<file path="config.mk">
export PLATFORM = sky130hd
export DESIGN_NAME = json_string_unescape_to_utf8
export DESIGN_NICKNAME = d
export VERILOG_FILES = /design/src/rtl/jsu_pkg.sv /design/src/rtl/json_string_unescape_to_utf8.sv /design/src/rtl/jsu_front.sv /design/src/rtl/jsu_queue.sv /design/src/rtl/jsu_back.sv
export SDC_FILE = /design/constraint.sdc
export NUM_CORES = 1
export LEC_CHECK = 0
export ABC_AREA = 1
export BUFFER_PORTS_ARGS = -buffer_cell sky130_fd_sc_hd__buf_2
export CORE_UTILIZATION = 50
export DETAILED_ROUTE_END_ITERATION = 8
export MAX_ROUTING_LAYER = met4
export PLACE_DENSITY = 0.67
export SYNTH_ARGS = -nofsm -noshare
export SYNTH_HDL_FRONTEND = slang
export SYNTH_SLANG_ARGS = --single-unit
export TNS_END_PERCENT = 20
</file>
<file path="constraint.sdc">
create_clock -name i_clk -period 4.8 [get_ports i_clk]
set_input_delay 0 -clock i_clk [delete_from_list [all_inputs] [get_ports i_clk]]
set_output_delay 0 -clock i_clk [all_outputs]
set_load 0.005 [all_outputs]
</file>
<file path="src/rtl/jsu_pkg.sv">
// Shared types and codes for the JSON string unescaper.
// Used by every module of the block; no dependencies.
`timescale 1ns / 1ps
`default_nettype none

package jsu_pkg;

    // result kinds
    localparam logic [1:0] KIND_BYTE  = 2'd0;
    localparam logic [1:0] KIND_CLOSE = 2'd1;
    localparam logic [1:0] KIND_ERROR = 2'd2;

    // error codes
    localparam logic [1:0] ERR_NO_QUOTE     = 2'd0;
    localparam logic [1:0] ERR_UNTERMINATED = 2'd1;
    localparam logic [1:0] ERR_BAD_HEX      = 2'd2;
    localparam logic [1:0] ERR_BAD_ESCAPE   = 2'd3;

    // input op codes
    localparam logic OP_BYTE = 1'b0;
    localparam logic OP_END  = 1'b1;

    localparam int unsigned MAX_RES = 6;

    typedef struct packed {
        logic       op;
        logic [7:0] in_byte;
    } t_in;

    typedef struct packed {
        logic [1:0] kind;
        logic [7:0] out_byte;
        logic [1:0] error_code;
        logic       last;
    } t_out;

    // one result without its last flag
    typedef struct packed {
        logic [1:0] kind;
        logic [7:0] out_byte;
        logic [1:0] error_code;
    } t_slot;

    // all results caused by one input item
    typedef struct packed {
        logic [2:0]          count;
        t_slot [MAX_RES-1:0] slot;
    } t_cmd;

endpackage

`default_nettype wire

</file>
<file path="src/rtl/json_string_unescape_to_utf8.sv">
// JSON string unescaper, top level: parser front end, command queue,
// result back end. Depends on jsu_pkg, jsu_front, jsu_queue, jsu_back.
//
// Usage:
//   Input channel: push/full, payload i_item {op, in_byte}. op = 0 carries
//   one byte of JSON text, op = 1 marks the end of the input buffer.
//   Result channel: empty/pop, payload o_result {kind, out_byte,
//   error_code, last}. last marks the final result caused by one input.
//   Each input item gives 0 to 6 results.
//   Throughput: one input item per cycle while full is low and each item
//   yields at most one result; an item yielding N results occupies the
//   result port for N transfers, as the back end emits one result per pop.
//   Each item's results appear once its queue entry reaches the head.
//   The front end parses combinationally and stores the item's results as
//   one entry in a P_DEPTH-entry queue; full rises when the queue is full,
//   so a stalled receiver backs up into the input after P_DEPTH commands.
//   Items that give no result use no queue entry.
//   Reset (synchronous, active low): parser idle awaiting an opening quote,
//   queue empty.
`timescale 1ns / 1ps
`default_nettype none

module json_string_unescape_to_utf8 #(
    parameter int P_DEPTH = 4
) (
    input  wire logic         i_clk,
    input  wire logic         i_rst_n,
    input  wire logic         push,
    output logic              full,
    input  wire jsu_pkg::t_in i_item,
    output logic              empty,
    input  wire logic         pop,
    output jsu_pkg::t_out     o_result
);

    jsu_pkg::t_cmd f_cmd;
    logic          f_cmd_valid;
    jsu_pkg::t_cmd q_head;
    logic          q_valid;
    logic          q_full;
    logic          b_rd;

    assign full = q_full;

    jsu_front u_front (
        .i_clk       (i_clk),
        .i_rst_n     (i_rst_n),
        .i_push      (push),
        .i_item      (i_item),
        .i_full      (q_full),
        .o_cmd       (f_cmd),
        .o_cmd_valid (f_cmd_valid)
    );

    jsu_queue #(
        .DEPTH (P_DEPTH)
    ) u_queue (
        .i_clk   (i_clk),
        .i_rst_n (i_rst_n),
        .i_wr    (f_cmd_valid),
        .i_cmd   (f_cmd),
        .i_rd    (b_rd),
        .o_full  (q_full),
        .o_valid (q_valid),
        .o_head  (q_head)
    );

    jsu_back u_back (
        .i_clk    (i_clk),
        .i_rst_n  (i_rst_n),
        .i_valid  (q_valid),
        .i_head   (q_head),
        .i_pop    (pop),
        .o_rd     (b_rd),
        .o_empty  (empty),
        .o_result (o_result)
    );

`ifndef SYNTHESIS
    // queued commands always carry at least one result
    a_nonzero_cmd: assert property (@(posedge i_clk) disable iff (!i_rst_n)
        q_valid |-> (q_head.count != 3'd0))
        else $error("empty command in queue");

    // close and error results end an item's burst
    a_term_last: assert property (@(posedge i_clk) disable iff (!i_rst_n)
        (!empty && o_result.kind != jsu_pkg::KIND_BYTE) |-> o_result.last)
        else $error("close or error result not marked last");

    // mid-burst transfer leaves more results waiting
    a_burst_cont: assert property (@(posedge i_clk) disable iff (!i_rst_n)
        (pop && !empty && !o_result.last) |=> !empty)
        else $error("result burst cut short");

    // front never pushes into a full queue
    a_no_overrun: assert property (@(posedge i_clk) disable iff (!i_rst_n)
        f_cmd_valid |-> !q_full)
        else $error("command pushed while queue full");
`endif

endmodule

`default_nettype wire

</file>
<file path="src/rtl/jsu_front.sv">
// Parser front end: accepts input items, tracks escape state and builds one
// result command per item. Depends on jsu_pkg.
`timescale 1ns / 1ps
`default_nettype none

module jsu_front (
    input  wire logic         i_clk,
    input  wire logic         i_rst_n,
    input  wire logic         i_push,
    input  wire jsu_pkg::t_in i_item,
    input  wire logic         i_full,
    output jsu_pkg::t_cmd     o_cmd,
    output logic              o_cmd_valid
);

    localparam logic [2:0] MODE_IDLE     = 3'd0;
    localparam logic [2:0] MODE_STR      = 3'd1;
    localparam logic [2:0] MODE_ESC      = 3'd2;
    localparam logic [2:0] MODE_HEX      = 3'd3;
    localparam logic [2:0] MODE_PAIR_BS  = 3'd4;
    localparam logic [2:0] MODE_PAIR_U   = 3'd5;
    localparam logic [2:0] MODE_PAIR_HEX = 3'd6;

    localparam logic [7:0] CH_QUOTE  = 8'h22;
    localparam logic [7:0] CH_SLASH  = 8'h2F;
    localparam logic [7:0] CH_BSLASH = 8'h5C;
    localparam logic [7:0] CH_B      = 8'h62;
    localparam logic [7:0] CH_F      = 8'h66;
    localparam logic [7:0] CH_N      = 8'h6E;
    localparam logic [7:0] CH_R      = 8'h72;
    localparam logic [7:0] CH_T      = 8'h74;
    localparam logic [7:0] CH_U      = 8'h75;

    typedef struct packed {
        logic          has;
        jsu_pkg::t_slot res;
        logic [2:0]    mode;
        logic          hex_clr;
    } t_step;

    typedef struct packed {
        logic [1:0]      n;
        logic [2:0][7:0] b;
    } t_u8;

    function automatic jsu_pkg::t_slot f_byte(input logic [7:0] b);
        jsu_pkg::t_slot s;
        s.kind       = jsu_pkg::KIND_BYTE;
        s.out_byte   = b;
        s.error_code = jsu_pkg::ERR_NO_QUOTE;
        return s;
    endfunction

    function automatic jsu_pkg::t_slot f_err(input logic [1:0] e);
        jsu_pkg::t_slot s;
        s.kind       = jsu_pkg::KIND_ERROR;
        s.out_byte   = 8'h00;
        s.error_code = e;
        return s;
    endfunction

    // plain string content
    function automatic t_step f_str(input logic [7:0] c);
        t_step s;
        s = '0;
        if (c == CH_QUOTE) begin
            s.has      = 1'b1;
            s.res.kind = jsu_pkg::KIND_CLOSE;
            s.mode     = MODE_IDLE;
        end else if (c == CH_BSLASH) begin
            s.mode = MODE_ESC;
        end else begin
            s.has  = 1'b1;
            s.res  = f_byte(c);
            s.mode = MODE_STR;
        end
        return s;
    endfunction

    // character after a backslash
    function automatic t_step f_esc(input logic [7:0] c);
        t_step s;
        s      = '0;
        s.has  = 1'b1;
        s.mode = MODE_STR;
        case (c)
            CH_QUOTE:  s.res = f_byte(CH_QUOTE);
            CH_SLASH:  s.res = f_byte(CH_SLASH);
            CH_BSLASH: s.res = f_byte(CH_BSLASH);
            CH_B:      s.res = f_byte(8'h08);
            CH_F:      s.res = f_byte(8'h0C);
            CH_N:      s.res = f_byte(8'h0A);
            CH_R:      s.res = f_byte(8'h0D);
            CH_T:      s.res = f_byte(8'h09);
            CH_U: begin
                s.has     = 1'b0;
                s.mode    = MODE_HEX;
                s.hex_clr = 1'b1;
            end
            default: begin
                s.res  = f_err(jsu_pkg::ERR_BAD_ESCAPE);
                s.mode = MODE_IDLE;
            end
        endcase
        return s;
    endfunction

    function automatic t_u8 f_utf8(input logic [15:0] p);
        t_u8 u;
        u = '0;
        if (p <= 16'h007F) begin
            u.n    = 2'd1;
            u.b[0] = {1'b0, p[6:0]};
        end else if (p <= 16'h07FF) begin
            u.n    = 2'd2;
            u.b[0] = {3'b110, p[10:6]};
            u.b[1] = {2'b10, p[5:0]};
        end else begin
            u.n    = 2'd3;
            u.b[0] = {4'b1110, p[15:12]};
            u.b[1] = {2'b10, p[11:6]};
            u.b[2] = {2'b10, p[5:0]};
        end
        return u;
    endfunction

    function automatic logic [4:0] f_hex(input logic [7:0] c);
        // bit 4: digit is valid
        logic [4:0] r;
        r = '0;
        if (c >= 8'h30 && c <= 8'h39) begin
            r = {1'b1, c[3:0]};
        end else if ((c >= 8'h61 && c <= 8'h66) || (c >= 8'h41 && c <= 8'h46)) begin
            r = {1'b1, c[3:0] + 4'd9};
        end
        return r;
    endfunction

    logic [2:0]  r_mode, n_mode;
    logic [15:0] r_acc, n_acc;
    logic [1:0]  r_cnt, n_cnt;
    logic [9:0]  r_held, n_held;

    logic           accept;
    logic           h_emit;
    jsu_pkg::t_slot m [4];
    logic [2:0]     m_n;
    t_step          st, es;
    t_u8            u_val, u_held;
    logic [4:0]     hx;
    logic [15:0]    acc_sh;
    logic [20:0]    cp;
    logic [7:0]     c;

    assign c      = i_item.in_byte;
    assign accept = i_push && !i_full;
    assign st     = f_str(c);
    assign es     = f_esc(c);
    assign hx     = f_hex(c);
    assign acc_sh = {r_acc[11:0], hx[3:0]};
    assign u_val  = f_utf8(acc_sh);
    assign u_held = f_utf8({6'b110110, r_held});
    assign cp     = {1'b0, r_held, acc_sh[9:0]} + 21'h10000;

    always_comb begin
        n_mode = r_mode;
        n_acc  = r_acc;
        n_cnt  = r_cnt;
        n_held = r_held;
        h_emit = 1'b0;
        m_n    = 3'd0;
        for (int i = 0; i < 4; i++) begin
            m[i] = '0;
        end

        if (i_item.op == jsu_pkg::OP_END) begin
            case (r_mode)
                MODE_STR, MODE_ESC: begin
                    m[0] = f_err(jsu_pkg::ERR_UNTERMINATED);
                    m_n  = 3'd1;
                end
                MODE_HEX, MODE_PAIR_HEX: begin
                    m[0] = f_err(jsu_pkg::ERR_BAD_HEX);
                    m_n  = 3'd1;
                end
                MODE_PAIR_BS, MODE_PAIR_U: begin
                    h_emit = 1'b1;
                    m[0]   = f_err(jsu_pkg::ERR_UNTERMINATED);
                    m_n    = 3'd1;
                end
                default: ;
            endcase
            n_mode = MODE_IDLE;
        end else begin
            case (r_mode)
                MODE_STR, MODE_PAIR_BS: begin
                    if (r_mode == MODE_PAIR_BS && c == CH_BSLASH) begin
                        n_mode = MODE_PAIR_U;
                    end else begin
                        h_emit = (r_mode == MODE_PAIR_BS);
                        m[0]   = st.res;
                        m_n    = {2'b00, st.has};
                        n_mode = st.mode;
                    end
                end
                MODE_ESC, MODE_PAIR_U: begin
                    if (r_mode == MODE_PAIR_U && c == CH_U) begin
                        n_acc  = '0;
                        n_cnt  = '0;
                        n_mode = MODE_PAIR_HEX;
                    end else begin
                        h_emit = (r_mode == MODE_PAIR_U);
                        m[0]   = es.res;
                        m_n    = {2'b00, es.has};
                        n_mode = es.mode;
                        if (es.hex_clr) begin
                            n_acc = '0;
                            n_cnt = '0;
                        end
                    end
                end
                MODE_HEX, MODE_PAIR_HEX: begin
                    if (!hx[4]) begin
                        m[0]   = f_err(jsu_pkg::ERR_BAD_HEX);
                        m_n    = 3'd1;
                        n_mode = MODE_IDLE;
                    end else begin
                        n_acc = acc_sh;
                        n_cnt = r_cnt + 2'd1;
                        if (r_cnt == 2'd3) begin
                            if (r_mode == MODE_PAIR_HEX && acc_sh[15:10] == 6'b110111) begin
                                // surrogate pair joins into one 4-byte sequence
                                m[0]   = f_byte({5'b11110, cp[20:18]});
                                m[1]   = f_byte({2'b10, cp[17:12]});
                                m[2]   = f_byte({2'b10, cp[11:6]});
                                m[3]   = f_byte({2'b10, cp[5:0]});
                                m_n    = 3'd4;
                                n_mode = MODE_STR;
                            end else begin
                                h_emit = (r_mode == MODE_PAIR_HEX);
                                if (acc_sh[15:10] == 6'b110110) begin
                                    n_held = acc_sh[9:0];
                                    n_mode = MODE_PAIR_BS;
                                end else begin
                                    for (int i = 0; i < 3; i++) begin
                                        m[i] = f_byte(u_val.b[i]);
                                    end
                                    m_n    = {1'b0, u_val.n};
                                    n_mode = MODE_STR;
                                end
                            end
                        end
                    end
                end
                default: begin
                    if (c == CH_QUOTE) begin
                        n_mode = MODE_STR;
                    end else begin
                        m[0]   = f_err(jsu_pkg::ERR_NO_QUOTE);
                        m_n    = 3'd1;
                        n_mode = MODE_IDLE;
                    end
                end
            endcase
        end
    end

    // held surrogate bytes go first, the item's own results after them
    always_comb begin
        o_cmd = '0;
        if (h_emit) begin
            for (int i = 0; i < 3; i++) begin
                o_cmd.slot[i]     = f_byte(u_held.b[i]);
                o_cmd.slot[i + 3] = m[i];
            end
            o_cmd.count = 3'd3 + m_n;
        end else begin
            for (int i = 0; i < 4; i++) begin
                o_cmd.slot[i] = m[i];
            end
            o_cmd.count = m_n;
        end
    end

    assign o_cmd_valid = accept && (o_cmd.count != 3'd0);

    always_ff @(posedge i_clk) begin
        if (!i_rst_n) begin
            r_mode <= MODE_IDLE;
            r_acc  <= '0;
            r_cnt  <= '0;
            r_held <= '0;
        end else if (accept) begin
            r_mode <= n_mode;
            r_acc  <= n_acc;
            r_cnt  <= n_cnt;
            r_held <= n_held;
        end
    end

endmodule

`default_nettype wire

</file>
<file path="src/rtl/jsu_queue.sv">
// Command queue between parser front end and result back end.
// Depends on jsu_pkg.
`timescale 1ns / 1ps
`default_nettype none

module jsu_queue #(
    parameter int DEPTH = 4
) (
    input  wire logic          i_clk,
    input  wire logic          i_rst_n,
    input  wire logic          i_wr,
    input  wire jsu_pkg::t_cmd i_cmd,
    input  wire logic          i_rd,
    output logic               o_full,
    output logic               o_valid,
    output jsu_pkg::t_cmd      o_head
);

    localparam int AW = (DEPTH > 1) ? $clog2(DEPTH) : 1;
    localparam int CW = $clog2(DEPTH + 1);
    localparam logic [AW-1:0] LAST_PTR = AW'(DEPTH - 1);

    jsu_pkg::t_cmd r_mem [DEPTH];
    logic [AW-1:0] r_wr, r_rd;
    logic [CW-1:0] r_cnt;
    logic          wr_en, rd_en;

    assign o_full  = (r_cnt == CW'(DEPTH));
    assign o_valid = (r_cnt != '0);
    assign o_head  = r_mem[r_rd];
    assign wr_en   = i_wr && !o_full;
    assign rd_en   = i_rd && o_valid;

    always_ff @(posedge i_clk) begin
        if (wr_en) begin
            r_mem[r_wr] <= i_cmd;
        end
    end

    always_ff @(posedge i_clk) begin
        if (!i_rst_n) begin
            r_wr  <= '0;
            r_rd  <= '0;
            r_cnt <= '0;
        end else begin
            if (wr_en) begin
                r_wr <= (r_wr == LAST_PTR) ? '0 : r_wr + AW'(1);
            end
            if (rd_en) begin
                r_rd <= (r_rd == LAST_PTR) ? '0 : r_rd + AW'(1);
            end
            if (wr_en && !rd_en) begin
                r_cnt <= r_cnt + CW'(1);
            end else if (rd_en && !wr_en) begin
                r_cnt <= r_cnt - CW'(1);
            end
        end
    end

endmodule

`default_nettype wire

</file>
<file path="src/rtl/jsu_back.sv">
// Result back end: walks the slots of the head command, one result per
// transfer, and marks the final one. Depends on jsu_pkg.
`timescale 1ns / 1ps
`default_nettype none

module jsu_back (
    input  wire logic          i_clk,
    input  wire logic          i_rst_n,
    input  wire logic          i_valid,
    input  wire jsu_pkg::t_cmd i_head,
    input  wire logic          i_pop,
    output logic               o_rd,
    output logic               o_empty,
    output jsu_pkg::t_out      o_result
);

    logic [2:0]     r_idx;
    jsu_pkg::t_slot cur;
    logic           is_last;
    logic           xfer;

    assign cur     = i_head.slot[r_idx];
    assign is_last = (r_idx == i_head.count - 3'd1);
    assign xfer    = i_pop && i_valid;
    assign o_rd    = xfer && is_last;
    assign o_empty = !i_valid;

    assign o_result.kind       = cur.kind;
    assign o_result.out_byte   = cur.out_byte;
    assign o_result.error_code = cur.error_code;
    assign o_result.last       = is_last;

    always_ff @(posedge i_clk) begin
        if (!i_rst_n) begin
            r_idx <= '0;
        end else if (xfer) begin
            r_idx <= is_last ? 3'd0 : r_idx + 3'd1;
        end
    end

endmodule

`default_nettype wire
</file>
==> flow_summary_export.csv <==
group,metric,value,unit
yosys,synth-async-reset-ratio,0,%
floorplan,die-width,156,um
clocking,clkTransAtPathRegs,0.06,ns
finish,fillers,2074,
yosys,synth_top_area_share,55.4,%
global_routing,grt_start_max_net_pins,85,
clocking,clock_sink_count,259,
critical_path,critical_path_class,"flop to flop",
clocking,cts_buffers,27,
critical_path,crit_path_cell_trace,"inv_2, nand3_1, nand2_1, nor2_1, nand2_1, nor2_1, nor2_1, nand3_1, nand2_1, ha_1, inv_1, nand2_1, nand2_1, nor2_4, nand2_4, nand2_2, nor2_4, buf_4",
finish,drive_above_1_share,10.0,%
power,p_leak,5.18,nW
timing,tns,0,ns
hold_path,hold_class,"primary input to flop",
critical_path,critPathLaunchType,"flop",
yosys,synth_area_leaders,"edfxtp_1 (55%), dfxtp_1 (6.5%), o21ai_0 (5.9%), nand2_1 (5.6%), nor2_1 (5.6%)",
detailed_routing,first_iter_violations,859,
detailed_routing,wl_per_cell,19.5,um
timing,max_freq,283,MHz
global_routing,grt_pass1_vias,8469,
critical_path,crit_start,"u_front.r_mode[1]",
power,report.power.total,5.05,mW
global_routing,grt_overflow,0,
timing,clock_skew,0.0111,ns
timing,setup_viol,0,
yosys,ys_warn_count,0,
detailed_routing,drt_first_pass_iters,6,
place,gp_congestion,0.955,
place,hpwl,18.6,mm
yosys,synth.distinct_cells,47,
critical_path,critPathSlowestCell,"buf_4",
critical_path,r2r_cells,18,
timing,post-route-period-util,73.7,%
timing,hold_viol,0,
power,peakVddDrop,294,uV
yosys,synth.largest_area_cell,"edfxtp_1",
critical_path,cp_data_required_time,4.96,ns
yosys,synth_edf_count,220,
outcome,status,"complete, no violations",
yosys,synth_top_family_by_area,"simple AND/OR/NAND/NOR gates",
clocking,cts_resized,0,
yosys,synth_compound_area_share,14.9,%
timing,rsz0062_at_grt,"no",
critical_path,regToRegSetupSlack,1.26,ns
yosys,ys_seq_area_share,61.9,%
critical_path,reg2reg_to,"u_queue.r_mem[1][21]",
critical_path,crit_family,"simple AND/OR/NAND/NOR gates",
yosys,synth_xor_area_share,0.587,%
global_routing,antenna_found_initial,0,
clocking,clockBufferDepth,3,
clocking,cts_tree,"built",
critical_path,r2r_start,"u_front.r_mode[1]",
finish,area_delta_synth_final,10.8,%
floorplan,row_count,56,
floorplan,die_y,156,um
critical_path,endpoint,"u_queue.r_mem[1][21]",
finish,seq_area,7390,sq um
finish,final_net_count,1227,
floorplan,dieArea,24500,sq um
detailed_routing,drt_wl_total,30.0,mm
floorplan,io_pins,28,
critical_path,path_buf_inv,3,
critical_path,cpPeakStageDelay,0.68,ns
timing,tightest_slew,0.869,ns
yosys,syn-cell-area,11900,sq um
clocking,clock_latency,0.54,ns
critical_path,cp.depth,18,
floorplan,initial_core_util,51.0,%
clocking,clockRootBuffer,"clkbuf_16",
timing,slew_headroom,42.1,%
critical_path,crit_path_end_kind,"flop",
floorplan,core_area,23400,sq um
global_routing,grt_pass1_wl,46.4,mm
clocking,cts_max_level,1,
yosys,synthCells,1187,
detailed_routing,viasPerCell,5.79,
yosys,syn_avg_cell_area,10.0,sq um
detailed_routing,vias,8884,
yosys,synth_simple_gate_area_share,15.5,%
detailed_routing,antenna_left,0,
critical_path,worstPathArrival,3.70,ns
job,drv_cap,0,
power,power-per-cell-area,382,nW/um^2
place,port_buffers,27,
critical_path,cp_max_fo,55,
yosys,synth-main-ff-cell,"edfxtp_1",
yosys,synthMuxAreaShare,0,%
finish,diodes,0,
detailed_routing,detail_route.drc_violations,0,
timing,min_period,3.54,ns
yosys,synthAdderAreaFrac,1.85,%
global_routing,track_usage,25.7,%
critical_path,crit_path_frequent_cell,"nand2_1",
hold_path,hold_start,"i_item[2]",
timing,report.final.slew_viol_count,0,
yosys,synth_fp_nets,1217,
finish,multiInputGateArea,3950,sq um
yosys,synth-seq-cells,259,
-- what timing repair did --
item                                    in CTS  in global routing
setup buffers                                0                  0
endpoints found under the setup margin       0                  0
hold buffers                                 5                  0
endpoints found under the hold margin       24                  0
-- state kept, by name (all words and copies together) (netlist names), named ones only --
register        cells
u_back.r_idx        3
u_front.r_acc      12
u_front.r_cnt       2
u_front.r_held     10
u_front.r_mode      3
u_queue.r_cnt       3
u_queue.r_mem     220
u_queue.r_rd        2
u_queue.r_wr        2
-- power breakdown --
group	leakage (nW)	internal, mW	switching [mW]
Clock	0.412	1.11	0.836
Combinational	2.12	0.192	0.419
Sequential	2.65	2.47	0.0233
-- per-layer routing --
| metal | routed length, um | up-vias | track usage (%) |
|---|---|---|---|
| li1 | - | 4210 | - |
| met1 | 12800 | 4249 | 34.2 |
| met2 | 14100 | 366 | 41.1 |
| met3 | 2260 | 59 | 3.46 |
| met4 | 777 | 0 | 7.66 |
| met5 | 0 | - | - |
-- Yosys cell counts, types with 7 or more instances --
master,count
edfxtp_1,220
nand2_1,179
nor2_1,178
o21ai_0,141
inv_1,84
a21oi_1,52
clkbuf_1,47
nand3_1,44
dfxtp_1,39
o22ai_1,35
o221ai_1,29
o211ai_1,20
ha_1,16
nand2_2,14
buf_2,11
inv_2,9
nand4_1,7
xor2_1,7
-- kinds of logic after synthesis --
logic type | Yosys count
compound gates | 301
xor+xnor | 8
fa+ha+maj | 17
buf+inv | 159
flops | 259
simple gates | 443
-- worst min-delay path by stage --
| stage | endpoint | slack [ns] | cells past startpoint |
|---|---|---|---|
| floorplan | u_back.r_idx[1] | 0.26 | 2 |
| global placement | u_queue.r_wr[0] | 0.42 | 3 |
| detailed placement | u_queue.r_wr[1] | 0.43 | 3 |
| CTS | u_front.r_acc[2] | 0.02 | 5 |
| global route | u_front.r_acc[2] | 0.07 | 5 |
| finish | u_front.r_acc[2] | 0.05 | 5 |
-- metrics by stage --
stage	cell area (sq um)	hold slack [ns]	worst slack [ns]	utilization, %	instances
after floorplan	11900	0.264	0.134	-	1187
after global placement	12300	0.423	1.37	52.8	1482
after detailed placement	12300	0.425	1.32	52.8	1482
after CTS	13200	0.0226	1.31	56.5	1535
after global routing	13200	0.0749	0.947	56.5	1535
final	13200	0.0501	1.26	56.5	1535
-- cell type report --
| class | instances | area share, % |
|---|---|---|
| clock inverter | 14 | 0.823 |
| timing repair buffer | 44 | 2.27 |
| tap | 319 | 3.02 |
| multi-input combinational | 769 | 29.8 |
| inverter | 96 | 2.73 |
| clock buffer | 34 | 5.40 |
| sequential | 259 | 55.9 |
-- placed cells by master, fill, tap and decap left out, drive strengths merged, types with 16 or more instances in the layout --
cell type | netlist | routed
dfxtp | 39 | 39
buf | 16 | 39
a21oi | 54 | 54
inv | 93 | 95
clkbuf | 47 | 34
o221ai | 29 | 29
o211ai | 20 | 20
o21ai | 146 | 146
edfxtp | 220 | 220
nand2 | 194 | 194
nand3 | 46 | 46
o22ai | 35 | 35
ha | 16 | 16
nor2 | 186 | 186
-- tightest hold or removal path, delay by kind of cell --
family,cells,cell delay (ns)
xor+xnor,1,0.15
simple gates,1,0.08
buf+inv,2,0.25
compound gates,1,0.06
Note: power is estimated with default switching activity, not from simulation.
